### config.mk
export PLATFORM = sky130hd
export DESIGN_NAME = servo_status_packet_receiver
export DESIGN_NICKNAME = d
export VERILOG_FILES = /design/src/rtl/ssr_pkg.sv /design/src/rtl/ssr_parser.sv /design/src/rtl/ssr_out_reg.sv /design/src/rtl/servo_status_packet_receiver.sv
export SDC_FILE = /design/constraint.sdc
export NUM_CORES = 1
export LEC_CHECK = 0
export ABC_AREA = 1
export BUFFER_PORTS_ARGS = -buffer_cell sky130_fd_sc_hd__buf_2
export CORE_MARGIN = 5
export CORE_UTILIZATION = 29
export CTS_BUF_LIST = sky130_fd_sc_hd__clkbuf_8
export DETAILED_ROUTE_END_ITERATION = 12
export REMOVE_ABC_BUFFERS = 1
export SKIP_CTS_REPAIR_TIMING = 1
export SYNTH_ARGS = -nofsm -noshare
export SYNTH_HDL_FRONTEND = slang
export SYNTH_SLANG_ARGS = --single-unit
### constraint.sdc
create_clock -name clk -period 9.7 [get_ports clk]
set_clock_uncertainty 0.2 [all_clocks]
set_input_delay 1.94 -clock clk [delete_from_list [all_inputs] [get_ports clk]]
set_output_delay 1.94 -clock clk [all_outputs]
set_load 0.01 [all_outputs]
### src/rtl/ssr_pkg.sv
// Shared types and constants for the servo status packet receiver.
// Used by ssr_parser, ssr_out_reg and servo_status_packet_receiver.
package ssr_pkg;

  // Default sizes
  localparam int FRAME_BYTES_DEF = 16;
  localparam int MAX_PARAMS_DEF  = 8;

  // Frame layout
  localparam logic [7:0] HEADER_BYTE = 8'hFF;
  localparam int HEAD_LEN   = 4;
  localparam int IDX_ID     = 2;
  localparam int IDX_LEN    = 3;
  localparam int IDX_ERR    = 4;
  localparam int IDX_PARAM0 = 5;
  localparam int MIN_LEN    = 2;

  // Register and port widths
  localparam int TIMEOUT_W = 16;
  localparam logic [TIMEOUT_W-1:0] TIMEOUT_RESET = 16'd200;
  localparam logic [TIMEOUT_W-1:0] TICK_MAX      = 16'hFFFF;
  localparam int PARAM_BYTES_W = 64;
  localparam int PARAM_CNT_W   = 4;

  // Input commands
  typedef enum logic [1:0] {
    CMD_START = 2'd0,
    CMD_BYTE  = 2'd1,
    CMD_TICK  = 2'd2,
    CMD_NONE  = 2'd3
  } cmd_t;

  // Result status codes
  typedef enum logic [1:0] {
    ST_OK      = 2'd0,
    ST_BAD_SUM = 2'd1,
    ST_TIMEOUT = 2'd2,
    ST_BAD_LEN = 2'd3
  } stat_t;

  // One result item
  typedef struct packed {
    stat_t                    status;
    logic [7:0]               servo_id;
    logic [7:0]               error_byte;
    logic [PARAM_CNT_W-1:0]   param_count;
    logic [PARAM_BYTES_W-1:0] param_bytes;
  } result_t;

endpackage

### src/rtl/ssr_parser.sv
// Frame parser: header sync, length check, running checksum and parameter capture.
// One item is consumed per accepted cycle. Depends on ssr_pkg.
module ssr_parser import ssr_pkg::*; #(
  parameter int FRAME_BYTES = FRAME_BYTES_DEF,
  parameter int MAX_PARAMS  = MAX_PARAMS_DEF
) (
  input  logic                 clk,
  input  logic                 rst_n,
  input  logic                 in_accept,
  input  logic [1:0]           in_command,
  input  logic [7:0]           in_data_byte,
  input  logic                 cfg_wr_en,
  input  logic [TIMEOUT_W-1:0] cfg_wr_data,
  output logic                 res_valid,
  output result_t              res
);

  localparam int IDX_W  = $clog2(FRAME_BYTES);
  localparam int SLOT_W = (MAX_PARAMS > 1) ? $clog2(MAX_PARAMS) : 1;
  localparam int PAR_W  = 8 * MAX_PARAMS;
  localparam logic [7:0] LEN_MAX = 8'(FRAME_BYTES - HEAD_LEN);
  localparam logic [7:0] LEN_MIN = 8'(MIN_LEN);
  localparam logic [PARAM_CNT_W-1:0] CNT_MAX = PARAM_CNT_W'(MAX_PARAMS);
  localparam logic [6:0] PARAM_END = 7'(IDX_PARAM0 + MAX_PARAMS);

  logic [TIMEOUT_W-1:0] timeout_r, timeout_nxt;
  logic                 armed_r, armed_nxt;
  logic [IDX_W-1:0]     idx_r, idx_nxt;
  logic [IDX_W-1:0]     last_idx_r, last_idx_nxt;
  logic                 first_ff_r, first_ff_nxt;
  logic [TIMEOUT_W-1:0] tick_r, tick_nxt;
  logic [7:0]           sum_r, sum_nxt;
  logic [7:0]           id_r, id_nxt;
  logic [7:0]           err_r, err_nxt;
  logic [PARAM_CNT_W-1:0] cnt_r, cnt_nxt;
  logic [PAR_W-1:0]     params_r, params_nxt;

  logic [7:0]        len_less2;
  logic [SLOT_W-1:0] slot;
  logic              slot_ok;
  logic              byte_is_ff;

  // Parameter slot for the current byte position
  assign byte_is_ff = (in_data_byte == HEADER_BYTE);
  assign len_less2  = in_data_byte - LEN_MIN;
  assign slot       = SLOT_W'(7'(idx_r) - 7'(IDX_PARAM0));
  assign slot_ok    = (7'(idx_r) < PARAM_END);

  // Next state and result
  always_comb begin
    timeout_nxt  = timeout_r;
    armed_nxt    = armed_r;
    idx_nxt      = idx_r;
    last_idx_nxt = last_idx_r;
    first_ff_nxt = first_ff_r;
    tick_nxt     = tick_r;
    sum_nxt      = sum_r;
    id_nxt       = id_r;
    err_nxt      = err_r;
    cnt_nxt      = cnt_r;
    params_nxt   = params_r;
    res_valid    = 1'b0;
    res          = '0;

    if (cfg_wr_en) begin
      timeout_nxt = cfg_wr_data;
    end

    if (in_accept) begin
      unique case (cmd_t'(in_command))
        CMD_START: begin
          armed_nxt = 1'b1;
          idx_nxt   = '0;
          tick_nxt  = '0;
        end
        CMD_TICK: begin
          if (armed_r) begin
            if (tick_r != TICK_MAX) begin
              tick_nxt = tick_r + 1'b1;
            end
            if (tick_nxt >= timeout_r) begin
              armed_nxt  = 1'b0;
              res_valid  = 1'b1;
              res.status = ST_TIMEOUT;
            end
          end
        end
        CMD_BYTE: begin
          if (armed_r) begin
            priority if (idx_r == '0) begin
              first_ff_nxt = byte_is_ff;
              idx_nxt      = IDX_W'(1);
            end else if (idx_r == IDX_W'(1)) begin
              // slide by one byte unless the header is complete
              if (first_ff_r && byte_is_ff) begin
                idx_nxt = IDX_W'(IDX_ID);
              end else begin
                first_ff_nxt = byte_is_ff;
              end
            end else if (idx_r == IDX_W'(IDX_ID)) begin
              id_nxt     = in_data_byte;
              sum_nxt    = in_data_byte;
              params_nxt = '0;
              idx_nxt    = IDX_W'(IDX_LEN);
            end else if (idx_r == IDX_W'(IDX_LEN)) begin
              // check the length byte at once
              if (in_data_byte < LEN_MIN || in_data_byte > LEN_MAX) begin
                armed_nxt    = 1'b0;
                res_valid    = 1'b1;
                res.status   = ST_BAD_LEN;
                res.servo_id = id_r;
              end else begin
                sum_nxt      = sum_r + in_data_byte;
                last_idx_nxt = IDX_W'(in_data_byte) + IDX_W'(HEAD_LEN - 1);
                cnt_nxt      = (len_less2 < 8'(MAX_PARAMS)) ?
                               PARAM_CNT_W'(len_less2) : CNT_MAX;
                idx_nxt      = IDX_W'(IDX_ERR);
              end
            end else if (idx_r == IDX_W'(IDX_ERR)) begin
              err_nxt = in_data_byte;
              sum_nxt = sum_r + in_data_byte;
              idx_nxt = IDX_W'(IDX_PARAM0);
            end else if (idx_r == last_idx_r) begin
              // checksum byte closes the frame
              armed_nxt       = 1'b0;
              res_valid       = 1'b1;
              res.status      = ((~sum_r) == in_data_byte) ? ST_OK : ST_BAD_SUM;
              res.servo_id    = id_r;
              res.error_byte  = err_r;
              res.param_count = cnt_r;
              res.param_bytes = PARAM_BYTES_W'(params_r);
            end else begin
              sum_nxt = sum_r + in_data_byte;
              if (slot_ok) begin
                params_nxt[8*slot +: 8] = in_data_byte;
              end
              idx_nxt = idx_r + 1'b1;
            end
          end
        end
        CMD_NONE: begin
        end
      endcase
    end
  end

  // Control state
  always_ff @(posedge clk) begin
    if (!rst_n) begin
      timeout_r  <= TIMEOUT_RESET;
      armed_r    <= 1'b0;
      idx_r      <= '0;
      last_idx_r <= '0;
      first_ff_r <= 1'b0;
      tick_r     <= '0;
    end else begin
      timeout_r  <= timeout_nxt;
      armed_r    <= armed_nxt;
      idx_r      <= idx_nxt;
      last_idx_r <= last_idx_nxt;
      first_ff_r <= first_ff_nxt;
      tick_r     <= tick_nxt;
    end
  end

  // Frame contents
  always_ff @(posedge clk) begin
    sum_r    <= sum_nxt;
    id_r     <= id_nxt;
    err_r    <= err_nxt;
    cnt_r    <= cnt_nxt;
    params_r <= params_nxt;
  end

  a_res_needs_item: assert property (@(posedge clk) disable iff (!rst_n)
    res_valid |-> in_accept)
    else $error("result raised without an accepted item");

  a_res_disarms: assert property (@(posedge clk) disable iff (!rst_n)
    res_valid |=> !armed_r)
    else $error("receiver still armed after reporting");

  a_start_clears: assert property (@(posedge clk) disable iff (!rst_n)
    (in_accept && cmd_t'(in_command) == CMD_START) |=>
      (armed_r && idx_r == '0 && tick_r == '0))
    else $error("start did not rearm the receiver");

  a_last_past_err: assert property (@(posedge clk) disable iff (!rst_n)
    (armed_r && idx_r > IDX_W'(IDX_ERR)) |-> (last_idx_r > IDX_W'(IDX_ERR)))
    else $error("checksum position not set before parameter bytes");

endmodule

### src/rtl/ssr_out_reg.sv
// Result register for the servo status packet receiver.
// Holds one result item and stalls the parser while it is held and out_stall is high. Depends on ssr_pkg.
module ssr_out_reg import ssr_pkg::*; (
  input  logic                     clk,
  input  logic                     rst_n,
  input  logic                     res_valid,
  input  result_t                  res,
  output logic                     busy,
  output logic                     out_valid,
  input  logic                     out_stall,
  output logic [1:0]               out_status,
  output logic [7:0]               out_servo_id,
  output logic [7:0]               out_error_byte,
  output logic [PARAM_CNT_W-1:0]   out_param_count,
  output logic [PARAM_BYTES_W-1:0] out_param_bytes
);

  logic    valid_r;
  result_t data_r;
  logic    open;

  // Free when empty or being drained this cycle
  assign open = !valid_r || !out_stall;
  assign busy = !open;

  // Load or drop the held item
  always_ff @(posedge clk) begin
    if (!rst_n) begin
      valid_r <= 1'b0;
    end else if (open) begin
      valid_r <= res_valid;
    end
  end

  // Hold payload while stalled
  always_ff @(posedge clk) begin
    if (open && res_valid) begin
      data_r <= res;
    end
  end

  assign out_valid       = valid_r;
  assign out_status      = data_r.status;
  assign out_servo_id    = data_r.servo_id;
  assign out_error_byte  = data_r.error_byte;
  assign out_param_count = data_r.param_count;
  assign out_param_bytes = data_r.param_bytes;

endmodule

### src/rtl/servo_status_packet_receiver.sv
// Servo status packet receiver, top level. A result item appears on out_valid
// in the cycle after the byte or tick that completes it is accepted.
// Throughput: one input item per cycle; in_stall rises only while a finished
// result is held in the result register and out_stall is high.
// Reset (rst_n, synchronous, active low): receiver idle, timeout register 200.
// Depends on ssr_pkg, ssr_parser and ssr_out_reg.
module servo_status_packet_receiver import ssr_pkg::*; #(
  parameter int FRAME_BYTES = FRAME_BYTES_DEF,
  parameter int MAX_PARAMS  = MAX_PARAMS_DEF
) (
  input  logic                     clk,
  input  logic                     rst_n,
  input  logic                     in_valid,
  output logic                     in_stall,
  input  logic [1:0]               in_command,
  input  logic [7:0]               in_data_byte,
  input  logic                     cfg_wr_en,
  input  logic [TIMEOUT_W-1:0]     cfg_wr_data,
  output logic                     out_valid,
  input  logic                     out_stall,
  output logic [1:0]               out_status,
  output logic [7:0]               out_servo_id,
  output logic [7:0]               out_error_byte,
  output logic [PARAM_CNT_W-1:0]   out_param_count,
  output logic [PARAM_BYTES_W-1:0] out_param_bytes
);

  logic    busy;
  logic    in_accept;
  logic    res_valid;
  result_t res;

  // Take an item whenever the result register can absorb its result
  assign in_stall  = busy;
  assign in_accept = in_valid && !busy;

  ssr_parser #(
    .FRAME_BYTES (FRAME_BYTES),
    .MAX_PARAMS  (MAX_PARAMS)
  ) u_parser (
    .clk          (clk),
    .rst_n        (rst_n),
    .in_accept    (in_accept),
    .in_command   (in_command),
    .in_data_byte (in_data_byte),
    .cfg_wr_en    (cfg_wr_en),
    .cfg_wr_data  (cfg_wr_data),
    .res_valid    (res_valid),
    .res          (res)
  );

  ssr_out_reg u_out_reg (
    .clk             (clk),
    .rst_n           (rst_n),
    .res_valid       (res_valid),
    .res             (res),
    .busy            (busy),
    .out_valid       (out_valid),
    .out_stall       (out_stall),
    .out_status      (out_status),
    .out_servo_id    (out_servo_id),
    .out_error_byte  (out_error_byte),
    .out_param_count (out_param_count),
    .out_param_bytes (out_param_bytes)
  );

endmodule

==> run metrics <==
htree depth 2; Multi-input gate area 3535 µm²; Worst path depth 4; clk buf depth 3; Core ar. 35740 µm²; register area 6206 µm²; Synth top area share 50.70%; final instance area 12250 µm²; CP Launch Point out_stall; leading area contributor after synthesis edfxtp_1; total global routing overflow 0; Critical Path Sink in_stall; CP arrival 2.36 ns; Setup violations, final 0; Slew Viols, Final 0; Reg clk slew, reported paths 0.05 ns; Final Util 34.28%; DR vias/cell 4.540; Top Ports 119; Worst Setup Path Type primary input to output port; CTS buffer count 39; Sum Neg Setup Slack 0 ns; fraction of registers with async set/reset 0%; top cells by area, synth edfxtp_1 (51%), dfxtp_1 (8.2%), a21oi_1 (5.6%), nor2_1 (5.4%), nand2_1 (5.4%); layout cells sized above 1 16.49%; final WL 24920 µm; P&R area growth vs syn 16.22%; Ys Warns 0; Data required, critical path 7.56 ns; Most common cell on crit path buf_2; synthesized area 10540 µm²; later-pin clock latency in the skew report 0.54 ns; count leader, synth edfxtp_1; number of synthesized flops with an enable pin 178; first-pass GRT wire length 40050 µm; Reg-to-Reg Start u_parser.tick_r[0]; TritonCTS clock tree yes; die area 40270 µm²; Max Cap Viol 0; Initial Util 29.50%; via count 7736; Worst Path Buf+Inv 3; largest net degree at the start of global routing 87; initial antenna violation count 1; # DRC 0; Hold Startpoint u_parser.timeout_r[5]; Min-Delay Path Class flip-flop to flip-flop; worst hold stages 2; worst-margin pin slew 1.178 ns; Commonest cells post-synth edfxtp_1 (178), nor2_1 (153), nand2_1 (152); Synth Flop Type edfxtp_1; CP delay by family, top buffers and inverters; GRT Util Overall 12.08%; flop-to-flop setup slack 5.55 ns; sequential area share after synthesis 58.87%; Worst path max stage delay 0.14 ns; Slew HR 21.50%; Die H 200.7 µm; pwr/cell area 155.8 nW/µm²; antenna viol nets, final 0; Worst R2R End u_out_reg.out_param_bytes[9]; RSZ-0062 raised after global routing false; vias in the first global route 7537; synthesized area per cell 9.681 µm²; Final Cycle Share 46.38%; crit-path max FO 3; Lkg Pwr 0.005121 µW; Port Buffers 118; Placement Cell Area 11550 µm²; die width 200.7 µm; f_max 222.3 MHz; Sink Count 221; Final GP Congestion 0.8803; r2r worst-path depth 19; flops & latches, synth 221; Final Critical Period 4.499 ns; maximum VDD drop 0.09588 mV; FP Rows 69; Antenna Diode Count 0; worst path cell trace buf_2, nand2_1, inv_1, buf_2; WL per Instance 14.63 µm; fillers 3716; Synth Instances 1089; Slowest-stage cell, CP nand2_1; final hold violation count 0; DP Wirelength 17060 µm; Critical Path Source Type primary input; root buf cell clkbuf_8; status completed; drt initial violations 555; Distinct cells, synth 45; nets 1289; Crit. End Element output port; TritonRoute pass-1 iters 5
-- state kept, by name (all words and copies together), names as in the netlist --
name and cells:
u_parser.id_r 8, u_parser.sum_r 8, u_parser.first_ff_r 1, u_parser.err_r 8, u_out_reg.out_valid 1, u_parser.last_idx_r 4
u_parser.timeout_r 16, u_parser.params_r 64, u_parser.cnt_r 4, u_out_reg.out_servo_id 8, u_out_reg.out_error_byte 8, u_parser.armed_r 1
u_parser.tick_r 16, u_parser.idx_r 4, u_out_reg.out_param_count 4, u_out_reg.out_param_bytes 64, u_out_reg.out_status 2
-- power by group --
part           internal [µW]  switching (µW)  leakage [µW]
Sequential              1020            3.71       0.00198
Combinational           30.5            66.3       0.00273
Clock                    405             379      0.000417
-- cell families (layout without fill, tap and decap cells) --
kind of cell	count (synthesis)	count (layout)	share of synthesized area [%]
AO/OA/AOI/OAI	229	229	11.29
flip-flops	221	221	58.87
XOR/XNOR	15	15	1.317
buffers and inverters	200	354	7.750
adder cells (fa/ha/maj)	43	43	5.174
AND/OR/NAND/NOR	381	381	15.61
-- layout make-up --
cell class / count / area share [%]
Sequential cell: 221 / 50.65
Multi-Input combinational cell: 668 / 28.85
Clock inverter: 30 / 1.348
Inverter: 163 / 5.004
Tap cell: 461 / 4.707
Clock buffer: 39 / 4.381
Timing Repair Buffer: 122 / 5.065
-- metrics by stage --
step | hold WS, ns | instances | worst slack (ns) | total power, µW
global placement | 0.2532 | 1635 | 4.769 | 1142
global route | 0.2868 | 1704 | 4.992 | 2000
detailed placement | 0.2608 | 1635 | 4.672 | 1144
CTS | 0.2676 | 1704 | 5.197 | 1939
floorplan | 0.2389 | 1052 | 0.2852 | 1109
finish | 0.2639 | 1704 | 5.201 | 1909
-- layout by cell type, fill, tap and decap left out, drive strengths merged, types with 8 or more instances in the layout --
cell	Yosys	layout
edfxtp	178	178
a21oi	118	118
nand3	27	27
xor2	10	10
nor3	9	9
nand4	13	13
clkbuf	17	39
inv	162	180
clkinv	1	10
nor3b	8	8
o21ai	95	95
nand2	155	155
ha	42	42
buf	20	122
nor2	162	162
dfxtp	43	43
-- how the worst min path moves through the flow --
| stage | slack, ns | end |
|---|---|---|
| after floorplan | 0.24 | u_parser.timeout_r[10] |
| final | 0.26 | u_parser.timeout_r[5] |
| after global placement | 0.25 | u_parser.timeout_r[8] |
| after detailed placement | 0.26 | u_parser.timeout_r[8] |
| after CTS | 0.27 | u_parser.timeout_r[8] |
| after global routing | 0.29 | u_parser.timeout_r[8] |
-- metal layers --
| metal | global-route usage (%) | vias up | wire, µm |
|---|---|---|---|
| met4 | 3.712 | 2 | 590 |
| met2 | 19.71 | 240 | 11400 |
| met3 | 3.409 | 42 | 1709 |
| met5 | 0 | - | 7 |
| met1 | 15.68 | 3550 | 11210 |
| li1 | - | 3902 | - |
-- tightest hold or removal path, stage by stage, from the launching register on --
cell and delay (ns):
dfxtp_1 0.29, inv_1 0.06, a21oi_1 0.06
Power figures use the tool's default switching activity.
